--- src/design/sfdb_pkg.sv ---
// ----------------------------------------------------------------------------
// sfdb_pkg
// Shared types and constants for the sampled frame-difference detector.
// ----------------------------------------------------------------------------
package sfdb_pkg;

	localparam int MAX_SIDE  = 4096;
	localparam int LANES     = 4;
	localparam int POS_W     = $clog2(MAX_SIDE);
	localparam int SIDE_W    = POS_W + 1;
	localparam int CNT_W     = 25;
	localparam int FRAC_BITS = 16;
	localparam int RATIO_W   = FRAC_BITS + 1;
	localparam int CH_W      = 3;
	localparam int PIX_W     = 8;
	localparam int ADDR_W    = 5;
	localparam int DATA_W    = 32;

	// Register indexes, taken from paddr[4:2].
	typedef enum logic [2:0] {
		REG_FRAME_WIDTH   = 3'd0,
		REG_FRAME_HEIGHT  = 3'd1,
		REG_CHANNEL_COUNT = 3'd2,
		REG_STRIDE        = 3'd3,
		REG_DIFF_LIMIT    = 3'd4
	} reg_idx_t;

	typedef struct packed {
		logic [SIDE_W-1:0] frame_width;
		logic [SIDE_W-1:0] frame_height;
		logic [CH_W-1:0]   channel_count;
		logic [PIX_W-1:0]  stride;
		logic [PIX_W-1:0]  diff_limit;
	} cfg_t;

	typedef struct packed {
		logic [PIX_W-1:0] a_ch0;
		logic [PIX_W-1:0] a_ch1;
		logic [PIX_W-1:0] a_ch2;
		logic [PIX_W-1:0] a_ch3;
		logic [PIX_W-1:0] b_ch0;
		logic [PIX_W-1:0] b_ch1;
		logic [PIX_W-1:0] b_ch2;
		logic [PIX_W-1:0] b_ch3;
	} pixel_t;

	typedef struct packed {
		logic [CNT_W-1:0]   sampled_total_out;
		logic [CNT_W-1:0]   changed_total_out;
		logic [RATIO_W-1:0] changed_ratio_q16;
		logic               box_valid;
		logic [POS_W-1:0]   box_x;
		logic [POS_W-1:0]   box_y;
		logic [SIDE_W-1:0]  box_w;
		logic [SIDE_W-1:0]  box_h;
	} result_t;

	// Frame summary handed from the front end to the back end.
	typedef struct packed {
		logic [CNT_W-1:0] sampled;
		logic [CNT_W-1:0] changed;
		logic             any_change;
		logic [POS_W-1:0] min_x;
		logic [POS_W-1:0] max_x;
		logic [POS_W-1:0] min_y;
		logic [POS_W-1:0] max_y;
	} summary_t;

	typedef enum logic [1:0] {
		BK_IDLE,
		BK_DIV,
		BK_DONE
	} back_state_t;

endpackage

--- src/design/sfdb_front.sv ---
// ----------------------------------------------------------------------------
// sfdb_front
// Scans the pixel stream, samples, classifies and keeps the frame totals.
// ----------------------------------------------------------------------------
module sfdb_front
	import sfdb_pkg::*;
(
	input  logic     clk,
	input  logic     arst_n,
	input  cfg_t     cfg,
	input  logic     accept,
	input  pixel_t   pixel,
	output logic     sum_push,
	output summary_t sum_data
);

	logic [POS_W-1:0]  col_pos_q, row_pos_q;
	logic [PIX_W-1:0]  col_phase_q, row_phase_q;
	logic [CNT_W-1:0]  sample_total_q, change_total_q;
	logic              any_change_q;
	logic [POS_W-1:0]  min_x_q, max_x_q, min_y_q, max_y_q;

	logic [SIDE_W-1:0] w_eff, h_eff;
	logic [CH_W-1:0]   ch_eff;
	logic [PIX_W-1:0]  step_eff;
	logic [PIX_W-1:0]  a_lane [LANES];
	logic [PIX_W-1:0]  b_lane [LANES];
	logic [LANES-1:0]  lane_hit;
	logic              sampled, changed_px, row_end, frame_end;
	logic [CNT_W-1:0]  sample_n, change_n;
	logic              any_n;
	logic [POS_W-1:0]  min_x_n, max_x_n, min_y_n, max_y_n;
	logic [PIX_W:0]    col_phase_inc, row_phase_inc;

	always_comb begin
		w_eff = cfg.frame_width;
		if (cfg.frame_width == '0) begin
			w_eff = SIDE_W'(1);
		end else if (cfg.frame_width > SIDE_W'(MAX_SIDE)) begin
			w_eff = SIDE_W'(MAX_SIDE);
		end
		h_eff = cfg.frame_height;
		if (cfg.frame_height == '0) begin
			h_eff = SIDE_W'(1);
		end else if (cfg.frame_height > SIDE_W'(MAX_SIDE)) begin
			h_eff = SIDE_W'(MAX_SIDE);
		end
		ch_eff = cfg.channel_count;
		if (cfg.channel_count == '0) begin
			ch_eff = CH_W'(1);
		end else if (cfg.channel_count > CH_W'(LANES)) begin
			ch_eff = CH_W'(LANES);
		end
		step_eff = (cfg.stride == '0) ? PIX_W'(1) : cfg.stride;
	end

	assign a_lane[0] = pixel.a_ch0;
	assign a_lane[1] = pixel.a_ch1;
	assign a_lane[2] = pixel.a_ch2;
	assign a_lane[3] = pixel.a_ch3;
	assign b_lane[0] = pixel.b_ch0;
	assign b_lane[1] = pixel.b_ch1;
	assign b_lane[2] = pixel.b_ch2;
	assign b_lane[3] = pixel.b_ch3;

	for (genvar i = 0; i < LANES; i++) begin : g_lane
		logic [PIX_W-1:0] diff;
		assign diff = (a_lane[i] > b_lane[i]) ? a_lane[i] - b_lane[i]
		                                      : b_lane[i] - a_lane[i];
		assign lane_hit[i] = (CH_W'(i) < ch_eff) && (diff > cfg.diff_limit);
	end

	assign sampled    = (col_phase_q == '0) && (row_phase_q == '0);
	assign changed_px = sampled && (|lane_hit);
	assign sample_n   = sample_total_q + CNT_W'(sampled);
	assign change_n   = change_total_q + CNT_W'(changed_px);
	assign any_n      = any_change_q | changed_px;

	always_comb begin
		min_x_n = min_x_q;
		max_x_n = max_x_q;
		min_y_n = min_y_q;
		max_y_n = max_y_q;
		if (changed_px) begin
			if (!any_change_q) begin
				min_x_n = col_pos_q;
				max_x_n = col_pos_q;
				min_y_n = row_pos_q;
				max_y_n = row_pos_q;
			end else begin
				if (col_pos_q < min_x_q) min_x_n = col_pos_q;
				if (col_pos_q > max_x_q) max_x_n = col_pos_q;
				if (row_pos_q < min_y_q) min_y_n = row_pos_q;
				if (row_pos_q > max_y_q) max_y_n = row_pos_q;
			end
		end
	end

	assign row_end   = {1'b0, col_pos_q} >= (w_eff - SIDE_W'(1));
	assign frame_end = row_end && ({1'b0, row_pos_q} >= (h_eff - SIDE_W'(1)));

	// A phase left above a lowered step wraps to zero on its next advance.
	assign col_phase_inc = {1'b0, col_phase_q} + (PIX_W+1)'(1);
	assign row_phase_inc = {1'b0, row_phase_q} + (PIX_W+1)'(1);

	always_ff @(posedge clk or negedge arst_n) begin
		if (!arst_n) begin
			col_pos_q      <= '0;
			row_pos_q      <= '0;
			col_phase_q    <= '0;
			row_phase_q    <= '0;
			sample_total_q <= '0;
			change_total_q <= '0;
			any_change_q   <= 1'b0;
		end else if (accept) begin
			if (frame_end) begin
				col_pos_q      <= '0;
				row_pos_q      <= '0;
				col_phase_q    <= '0;
				row_phase_q    <= '0;
				sample_total_q <= '0;
				change_total_q <= '0;
				any_change_q   <= 1'b0;
			end else begin
				sample_total_q <= sample_n;
				change_total_q <= change_n;
				any_change_q   <= any_n;
				if (row_end) begin
					col_pos_q   <= '0;
					col_phase_q <= '0;
					row_pos_q   <= row_pos_q + POS_W'(1);
					row_phase_q <= (row_phase_inc >= {1'b0, step_eff}) ? '0
					                                                : row_phase_inc[PIX_W-1:0];
				end else begin
					col_pos_q   <= col_pos_q + POS_W'(1);
					col_phase_q <= (col_phase_inc >= {1'b0, step_eff}) ? '0
					                                                : col_phase_inc[PIX_W-1:0];
				end
			end
		end
	end

	// The box registers mean something only while the change flag is set.
	always_ff @(posedge clk) begin
		if (accept) begin
			min_x_q <= min_x_n;
			max_x_q <= max_x_n;
			min_y_q <= min_y_n;
			max_y_q <= max_y_n;
		end
	end

	assign sum_push            = accept && frame_end;
	assign sum_data.sampled    = sample_n;
	assign sum_data.changed    = change_n;
	assign sum_data.any_change = any_n;
	assign sum_data.min_x      = min_x_n;
	assign sum_data.max_x      = max_x_n;
	assign sum_data.min_y      = min_y_n;
	assign sum_data.max_y      = max_y_n;

endmodule

--- src/design/sfdb_fifo.sv ---
// ----------------------------------------------------------------------------
// sfdb_fifo
// Two-entry queue of frame summaries between the front and back ends.
// ----------------------------------------------------------------------------
module sfdb_fifo
	import sfdb_pkg::*;
(
	input  logic     clk,
	input  logic     arst_n,
	input  logic     push,
	input  summary_t wdata,
	output logic     full,
	input  logic     pop,
	output summary_t rdata,
	output logic     empty
);

	localparam int DEPTH = 2;
	localparam int PTR_W = $clog2(DEPTH);

	summary_t         mem [DEPTH];
	logic [PTR_W-1:0] wr_ptr_q, rd_ptr_q;
	logic [PTR_W:0]   count_q;

	assign full  = (count_q == (PTR_W+1)'(DEPTH));
	assign empty = (count_q == '0);
	assign rdata = mem[rd_ptr_q];

	always_ff @(posedge clk) begin
		if (push && !full) begin
			mem[wr_ptr_q] <= wdata;
		end
	end

	always_ff @(posedge clk or negedge arst_n) begin
		if (!arst_n) begin
			wr_ptr_q <= '0;
			rd_ptr_q <= '0;
			count_q  <= '0;
		end else begin
			if (push && !full) wr_ptr_q <= wr_ptr_q + PTR_W'(1);
			if (pop && !empty) rd_ptr_q <= rd_ptr_q + PTR_W'(1);
			count_q <= count_q + (PTR_W+1)'(push && !full) - (PTR_W+1)'(pop && !empty);
		end
	end

endmodule

--- src/design/sfdb_back.sv ---
// ----------------------------------------------------------------------------
// sfdb_back
// Divides changed by sampled for the ratio and assembles the result item.
// ----------------------------------------------------------------------------
module sfdb_back
	import sfdb_pkg::*;
(
	input  logic     clk,
	input  logic     arst_n,
	input  logic     sum_empty,
	input  summary_t sum_data,
	output logic     sum_pop,
	output result_t  result,
	output logic     empty,
	input  logic     pop
);

	localparam int STEP_W = $clog2(RATIO_W);

	back_state_t        state_q, state_d;
	summary_t           job_q;
	logic [CNT_W-1:0]   rem_q;
	logic [CNT_W-1:0]   div_q;
	logic [RATIO_W-1:0] dvd_q;
	logic [RATIO_W-1:0] quo_q;
	logic [STEP_W-1:0]  step_q;
	logic               out_valid_q;
	result_t            out_q;

	logic               load_job, div_run, out_load;
	logic [CNT_W:0]     trial;
	logic               ge;
	logic [CNT_W:0]     diff;

	// Restoring division of changed*2^16 by sampled, one quotient bit a cycle.
	// The quotient never exceeds 2^16, so the top bits start as changed/2.
	assign trial = {rem_q, dvd_q[RATIO_W-1]};
	assign ge    = trial >= {1'b0, div_q};
	assign diff  = trial - {1'b0, div_q};

	always_comb begin
		state_d = state_q;
		unique case (state_q)
			BK_IDLE: if (!sum_empty) state_d = BK_DIV;
			BK_DIV:  if (step_q == '0) state_d = BK_DONE;
			BK_DONE: if (!out_valid_q || pop) state_d = BK_IDLE;
			default: state_d = BK_IDLE;
		endcase
	end

	always_comb begin
		load_job = 1'b0;
		div_run  = 1'b0;
		out_load = 1'b0;
		unique case (state_q)
			BK_IDLE: load_job = !sum_empty;
			BK_DIV:  div_run  = 1'b1;
			BK_DONE: out_load = !out_valid_q || pop;
			default: ;
		endcase
	end

	assign sum_pop = load_job;

	always_ff @(posedge clk or negedge arst_n) begin
		if (!arst_n) begin
			state_q     <= BK_IDLE;
			step_q      <= '0;
			out_valid_q <= 1'b0;
		end else begin
			state_q <= state_d;
			if (load_job) begin
				step_q <= STEP_W'(RATIO_W - 1);
			end else if (div_run) begin
				step_q <= step_q - STEP_W'(1);
			end
			if (out_load) begin
				out_valid_q <= 1'b1;
			end else if (pop) begin
				out_valid_q <= 1'b0;
			end
		end
	end

	always_ff @(posedge clk) begin
		if (load_job) begin
			job_q <= sum_data;
			div_q <= sum_data.sampled;
			rem_q <= {1'b0, sum_data.changed[CNT_W-1:1]};
			dvd_q <= {sum_data.changed[0], {FRAC_BITS{1'b0}}};
			quo_q <= '0;
		end else if (div_run) begin
			rem_q <= ge ? diff[CNT_W-1:0] : trial[CNT_W-1:0];
			dvd_q <= {dvd_q[RATIO_W-2:0], 1'b0};
			quo_q <= {quo_q[RATIO_W-2:0], ge};
		end
		if (out_load) begin
			out_q.sampled_total_out <= job_q.sampled;
			out_q.changed_total_out <= job_q.changed;
			out_q.changed_ratio_q16 <= (div_q == '0) ? '0 : quo_q;
			out_q.box_valid         <= job_q.any_change;
			if (job_q.any_change) begin
				out_q.box_x <= job_q.min_x;
				out_q.box_y <= job_q.min_y;
				out_q.box_w <= {1'b0, job_q.max_x} - {1'b0, job_q.min_x} + SIDE_W'(1);
				out_q.box_h <= {1'b0, job_q.max_y} - {1'b0, job_q.min_y} + SIDE_W'(1);
			end else begin
				out_q.box_x <= '0;
				out_q.box_y <= '0;
				out_q.box_w <= '0;
				out_q.box_h <= '0;
			end
		end
	end

	assign result = out_q;
	assign empty  = !out_valid_q;

	// The partial remainder always stays below a nonzero divisor.
	a_rem_below_div: assert property (@(posedge clk) disable iff (!arst_n)
		(state_q == BK_DIV && div_q != '0) |-> (rem_q < div_q))
		else $error("partial remainder reached the divisor");

	// A result only appears from the completion state.
	a_out_from_done: assert property (@(posedge clk) disable iff (!arst_n)
		$rose(out_valid_q) |-> $past(state_q == BK_DONE))
		else $error("result loaded outside the completion state");

	// A waiting result is never overwritten before it is taken.
	a_no_overwrite: assert property (@(posedge clk) disable iff (!arst_n)
		(out_valid_q && !pop) |=> $stable(out_q))
		else $error("waiting result overwritten");

	// The ratio is a fraction of at most one.
	a_ratio_range: assert property (@(posedge clk) disable iff (!arst_n)
		out_valid_q |-> (out_q.changed_ratio_q16 <= RATIO_W'(1 << FRAC_BITS)))
		else $error("ratio above one");

endmodule

--- src/design/sampled_frame_diff_bbox.sv ---
// ----------------------------------------------------------------------------
// sampled_frame_diff_bbox
// Sampled frame-difference change detector with bounding box of changes.
// ----------------------------------------------------------------------------
//
//   Channel   Handshake                    Payload
//   pixel     push / full                  pixel_t: a_ch0..a_ch3, b_ch0..b_ch3
//   result    empty / pop                  result_t: totals, ratio, box
//   config    psel, penable, pwrite, ...   five registers at byte address 4*i
//
// The front end takes one pixel item every cycle while full is low;
// classification, counting and the bounding-box update all complete in the
// accepting cycle. At the last pixel of a frame a summary enters a two-entry
// queue. The back end takes it, runs the shift-subtract divider for the ratio
// and then writes the result register once it is empty or being popped.
// full rises only when two summaries are already waiting, which happens only
// for frames shorter than the divider time or when results are not popped.
// Reset clears the position counters, totals and queues and loads the
// register defaults (64 by 64, four channels, step one, threshold zero).
// ----------------------------------------------------------------------------
module sampled_frame_diff_bbox
	import sfdb_pkg::*;
(
	input  logic              clk,
	input  logic              arst_n,
	// Pixel items.
	input  logic              push,
	output logic              full,
	input  pixel_t            pixel,
	// Result items.
	output logic              empty,
	input  logic              pop,
	output result_t           result,
	// Configuration port.
	input  logic              psel,
	input  logic              penable,
	input  logic              pwrite,
	input  logic [ADDR_W-1:0] paddr,
	input  logic [DATA_W-1:0] pwdata,
	output logic [DATA_W-1:0] prdata,
	output logic              pready
);

	cfg_t     cfg_q;
	logic     cfg_wr;
	reg_idx_t reg_idx;

	logic     accept;
	logic     sum_push, sum_full, sum_pop, sum_empty;
	summary_t sum_wdata, sum_rdata;

	// Register file. The word address picks the register; byte lanes are ignored.
	assign pready  = 1'b1;
	assign cfg_wr  = psel && penable && pwrite && pready;
	assign reg_idx = reg_idx_t'(paddr[ADDR_W-1:2]);

	always_ff @(posedge clk or negedge arst_n) begin
		if (!arst_n) begin
			cfg_q.frame_width   <= SIDE_W'(64);
			cfg_q.frame_height  <= SIDE_W'(64);
			cfg_q.channel_count <= CH_W'(4);
			cfg_q.stride        <= PIX_W'(1);
			cfg_q.diff_limit    <= '0;
		end else if (cfg_wr) begin
			unique case (reg_idx)
				REG_FRAME_WIDTH:   cfg_q.frame_width   <= pwdata[SIDE_W-1:0];
				REG_FRAME_HEIGHT:  cfg_q.frame_height  <= pwdata[SIDE_W-1:0];
				REG_CHANNEL_COUNT: cfg_q.channel_count <= pwdata[CH_W-1:0];
				REG_STRIDE:        cfg_q.stride        <= pwdata[PIX_W-1:0];
				REG_DIFF_LIMIT:    cfg_q.diff_limit    <= pwdata[PIX_W-1:0];
				default: ;
			endcase
		end
	end

	always_comb begin
		unique case (reg_idx)
			REG_FRAME_WIDTH:   prdata = DATA_W'(cfg_q.frame_width);
			REG_FRAME_HEIGHT:  prdata = DATA_W'(cfg_q.frame_height);
			REG_CHANNEL_COUNT: prdata = DATA_W'(cfg_q.channel_count);
			REG_STRIDE:        prdata = DATA_W'(cfg_q.stride);
			REG_DIFF_LIMIT:    prdata = DATA_W'(cfg_q.diff_limit);
			default:           prdata = '0;
		endcase
	end

	// The input stalls whenever the summary queue is full, even mid-frame, so
	// that a frame end can never find the queue without room.
	assign full   = sum_full;
	assign accept = push && !full;

	sfdb_front u_front (
		.clk      (clk),
		.arst_n   (arst_n),
		.cfg      (cfg_q),
		.accept   (accept),
		.pixel    (pixel),
		.sum_push (sum_push),
		.sum_data (sum_wdata)
	);

	sfdb_fifo u_fifo (
		.clk    (clk),
		.arst_n (arst_n),
		.push   (sum_push),
		.wdata  (sum_wdata),
		.full   (sum_full),
		.pop    (sum_pop),
		.rdata  (sum_rdata),
		.empty  (sum_empty)
	);

	sfdb_back u_back (
		.clk       (clk),
		.arst_n    (arst_n),
		.sum_empty (sum_empty),
		.sum_data  (sum_rdata),
		.sum_pop   (sum_pop),
		.result    (result),
		.empty     (empty),
		.pop       (pop)
	);

	// A frame summary is only ever offered to a queue with room.
	a_sum_room: assert property (@(posedge clk) disable iff (!arst_n)
		sum_push |-> !sum_full)
		else $error("summary pushed into a full queue");

	// No pixel is taken while the queue is full.
	a_no_accept_full: assert property (@(posedge clk) disable iff (!arst_n)
		sum_full |-> !accept)
		else $error("pixel accepted while queue full");

	// The back end only takes a summary that is present.
	a_pop_present: assert property (@(posedge clk) disable iff (!arst_n)
		sum_pop |-> !sum_empty)
		else $error("summary taken from an empty queue");

endmodule

--- config.mk ---
export PLATFORM = sky130hd
export DESIGN_NAME = sampled_frame_diff_bbox
export DESIGN_NICKNAME = d
export VERILOG_FILES = /design/src/design/sfdb_pkg.sv /design/src/design/sfdb_front.sv /design/src/design/sfdb_fifo.sv /design/src/design/sfdb_back.sv /design/src/design/sampled_frame_diff_bbox.sv
export SDC_FILE = /design/constraint.sdc
export NUM_CORES = 1
export LEC_CHECK = 0
export ABC_CLOCK_PERIOD_IN_PS = 19700
export BUFFER_PORTS_ARGS = -buffer_cell sky130_fd_sc_hd__buf_2
export CORE_AREA = 2 2 356 288
export CTS_BUF_LIST = sky130_fd_sc_hd__clkbuf_4 sky130_fd_sc_hd__clkbuf_8
export DETAILED_ROUTE_END_ITERATION = 10
export DIE_AREA = 0 0 358 290
export RECOVER_POWER = 100
export SLEW_MARGIN = 10
export SYNTH_ARGS = -nofsm -noshare
export SYNTH_HDL_FRONTEND = slang
export SYNTH_SLANG_ARGS = --single-unit
--- constraint.sdc ---
create_clock -name clk -period 19.7 [get_ports clk]
set_input_delay 1.97 -clock clk [delete_from_list [all_inputs] [get_ports clk]]
set_output_delay 1.97 -clock clk [all_outputs]
set_load 0.02 [all_outputs]
==> impl_summary.log <==
INFO  metric cts_inserted_buffers = 109
INFO  metric power.density_cell_area = 125 nW/um^2
INFO  metric chip_height = 290 um
INFO  metric port_buffers = 219
INFO  metric number_of_design_rule_violations_left_after_detail_routing = 0
INFO  metric p_sw = 0.00172 W
INFO  metric rows = 104
INFO  metric tightest_slew = 3970 ps
INFO  metric static_leakage = 16.0 nW
INFO  metric synth.lib_cells_used.distinct = 83
INFO  metric grt_pass1_wl = 127 mm
INFO  metric timing.critical_path.cells = or4_1 > nor2_1 > nand3_1 > a21oi_1 > inv_1 > ha_1 > nand2_1 > nor3_1 > mux2i_1 > a21oi_1 > ha_1 > o21ai_0 > nand2b_1 > o2111ai_1 > a211oi_1 > o21a_1 > and2_0 > and3_1 > clkbuf_1
INFO  metric critPathArrivalTime = 9840 ps
INFO  metric cts.htree.levels = 3
INFO  metric number_of_flops_mapped_to_enable_cells_by_yosys = 488
INFO  metric grt.total_usage = 15.3%
INFO  metric setup_viol = 0
INFO  metric final_period_minus_worst_setup_slack = 9610 ps
INFO  metric globalRoute.busiestLayer = met1
INFO  metric num_vias = 23150
INFO  metric max_slew_margin_vs_limit = -164%
INFO  metric report.final.slew_viol_count = 983
INFO  metric worstHoldPathType = register to register
INFO  metric postCtsSetupRepairBufs = 0
INFO  metric max_cap_violations = 20
INFO  metric synthesis.instances = 2987
INFO  metric whs = 417 ps
INFO  metric synth_area_per_cell = 11.7 um^2
INFO  metric num-nets-final = 3620
INFO  metric timing_worst_setup_path_type = register to register
INFO  metric slowest_delay = 2740 ps
INFO  metric initial_core_util = 34.9%
INFO  metric critPathMaxFanout = 62
INFO  metric violations = max-capacitance violations, max-slew violations
INFO  metric power.share.sequential = 40.7%
INFO  metric yosys.cell_count.top_type = edfxtp_1
INFO  metric wl_per_cell = 17.2 um
INFO  metric timing.final.crit_share = 48.8%
INFO  metric critical_path_sink_type = register
INFO  metric grt_setup_unrepaired = no
INFO  metric timing.critical_path.required = 19930 ps
INFO  metric grt_use_met1 = 23.0%
INFO  metric ir_worst_vdd = 0.0623 mV
INFO  metric swShare = 35.0%
INFO  metric die_width = 358 um
INFO  metric floorplan.core_area = 99900 um^2
INFO  metric antenna_found_initial = 17
INFO  metric detailed_place_hpwl = 56.0 mm
INFO  metric yosys.area.top_type = edfxtp_1
INFO  metric fin_worst_skew = 49.7 ps
INFO  metric grt_pass1_vias = 22210
INFO  metric cts_tree = done
INFO  metric clockRootBuffer = clkbuf_8
INFO  metric grt_max_degree = 88
INFO  metric crit_path_start_kind = register
INFO  metric die_area = 104000 um^2
INFO  metric fmaxAchievable = 0.104 GHz
INFO  metric postSynthRegisterBits = 654
INFO  metric ioPinCount = 261
INFO  metric post_drt_via_cell_ratio = 4.97
INFO  metric cts_hold_buf = 0
INFO  metric synth_flop_cell = edfxtp_1
INFO  metric combinationalPowerShare = 33.3%
INFO  metric globalplace.congestion = 0.873
INFO  metric cts_max_path_buffers = 3
INFO  metric clock-sinks = 654
INFO  metric clk_latency = 750 ps
INFO  metric status = complete, but fails checks
INFO  metric async_reset_ff_share = 22.6%
INFO  metric drt_iter0_markers = 1675
INFO  metric groute.layer.met3.usage = 3.52%
INFO  metric synth_top_cells_by_count = 488 x edfxtp_1, 265 x ha_1, 243 x nand2_1, 241 x inv_1, 190 x mux2_2
INFO  metric synth_area_leaders = edfxtp_1 42%, dfrtp_1 10%, ha_1 9.5%
INFO  metric ys_seq_area_share = 53.7%
INFO  metric setup-tns-final = 0 ps
INFO  metric synthesis.area = 34900 um^2
INFO  metric intPower = 0.00319 W
INFO  metric routed_wire_length = 80.0 mm
INFO  metric cp_slowest_cell = clkbuf_1
INFO  metric netlist.area_leader.share = 42.0%
INFO  metric clkSlewWorstSetupHoldPaths = 60 ps
INFO  metric ys.warnings.count = 0
INFO  metric cts_resized = 0
INFO  metric route.antenna.remaining_nets = 0
INFO  metric first_pass_iters = 5
INFO  metric met2_track_demand_over_resource = 21.9%
INFO  metric global_route.overflow_total = 0
INFO  metric synthToLayoutAreaGrowth = 13.0%
INFO  metric post_route_cells_drive_above_1_share = 11.8%
INFO  metric timing.final.hold_violations = 0
INFO  metric p_clk_share = 26.0%
[cell families (layout without fill, tap and decap cells)]
logic type               Yosys count  after routing  synth area share, %
adder cells (fa/ha/maj)          276            276                 10.1
buffers and inverters            365            692                 4.25
AND/OR/NAND/NOR                  777            777                 11.0
multiplexers                     227            227                 7.20
AO/OA/AOI/OAI                    573            573                 10.9
flip-flops                       654            654                 53.7
XOR/XNOR                         113            113                 2.84
other                              2             23               0.0215
[cell usage in the layout (no fill, tap or decap), types with 28 or more instances in the layout]
master and instances:
nor2b_1 64, nand4_1 38, and3_1 41, a21oi_1 96
dfrtp_1 144, nor3_1 55, inv_1 240, clkbuf_1 155
a21o_1 61, o211ai_1 30, xor2_1 43, o21a_1 36
nand3_1 61, xnor2_1 70, nor2_1 148, o21ai_0 164
mux2_1 86, ha_1 265, clkinv_1 29, clkbuf_4 28
nand2_1 243, buf_2 83, mux2_2 104, nand2b_1 33
edfxtp_1 488, mux2i_1 37, clkbuf_8 115, a22o_1 29
[final cells by class]
cell class                      instances  area [um^2]
Sequential cell                       654        18700
Timing Repair Buffer                  243         1030
Multi-Input combinational cell       1986        14700
Tap cell                             1325         1660
Fill cell                            9710        60500
Antenna cell                            3         7.51
Clock buffer                          143         1790
Inverter                              242          911
Clock inverter                         64          538
[worst max-delay path, delay by kind of cell (launching register included)]
family / cells / cell delay, ps
flip-flops: 1 / 450
AO/OA/AOI/OAI: 6 / 1450
adder cells (fa/ha/maj): 2 / 650
AND/OR/NAND/NOR: 8 / 3460
multiplexers: 1 / 170
buffers and inverters: 2 / 2860
[sequential cells by signal, indices dropped and copies added (netlist names), 2 cells and up]
register	flops
cfg_q	45
u_back.div_q	25
u_back.job_q	74
u_back.quo_q	17
u_back.rem_q	25
u_back.result	118
u_back.state_q	2
u_back.step_q	5
u_fifo.count_q	2
u_fifo.mem	198
u_front.change_total_q	25
u_front.col_phase_q	8
u_front.col_pos_q	12
u_front.max_x_q	12
u_front.max_y_q	12
u_front.min_x_q	12
u_front.min_y_q	12
u_front.row_phase_q	8
u_front.row_pos_q	12
u_front.sample_total_q	25
[per-layer routing]
metal	routed length [um]	vias to the layer above
met5	166	-
met4	1740	26
met3	4900	155
met2	33400	563
met1	39800	11020
li1	-	11386
[stage by stage]
| stage | total power (W) | utilization (%) | area, um^2 | setup slack [ps] | instances |
|---|---|---|---|---|---|
| final | 0.00491 | 39.4 | 39400 | 10090 | 4660 |
| after global routing | 0.00526 | 39.4 | 39400 | 9030 | 4658 |
| after CTS | 0.00496 | 39.7 | 39700 | 11790 | 4657 |
| after detailed placement | 0.00365 | 37.4 | 37400 | 10960 | 4450 |
| after global placement | 0.00362 | 37.4 | 37400 | 11020 | 4450 |
| after floorplan | 0.00320 | - | 34900 | 8800 | 3005 |
[power groups by stage]
stage	sequential, W	combinational, W	clock [W]
floorplan	0.00193	0.00127	0
global placement	0.00201	0.00161	0
detailed placement	0.00201	0.00164	0
CTS	0.00199	0.00165	0.00132
global route	0.00203	0.00185	0.00138
finish	0.00200	0.00163	0.00128
[final timing paths]
check | startpoint | to | slack [ps] | depth (start not counted)
setup reg to reg | cfg_q[36]$_DFFE_PN0P_ | u_fifo.mem[1][86]$_DFFE_PP_ | 10090 | 19
hold / removal | u_back.job_q[64]$_DFFE_PP_ | u_back.result[83]$_DFFE_PP_ | 420 | 0
min in group asynchronous | arst_n | u_back.out_valid_q$_DFFE_PN0P_ | 2370 | 1
max in group asynchronous | arst_n | cfg_q[28]$_DFFE_PN0P_ | 11330 | 3
hold reg to reg | u_back.job_q[64]$_DFFE_PP_ | u_back.result[83]$_DFFE_PP_ | 420 | 0
setup / recovery | cfg_q[36]$_DFFE_PN0P_ | u_fifo.mem[1][86]$_DFFE_PP_ | 10090 | 19
Power figures use the tool's default switching activity.
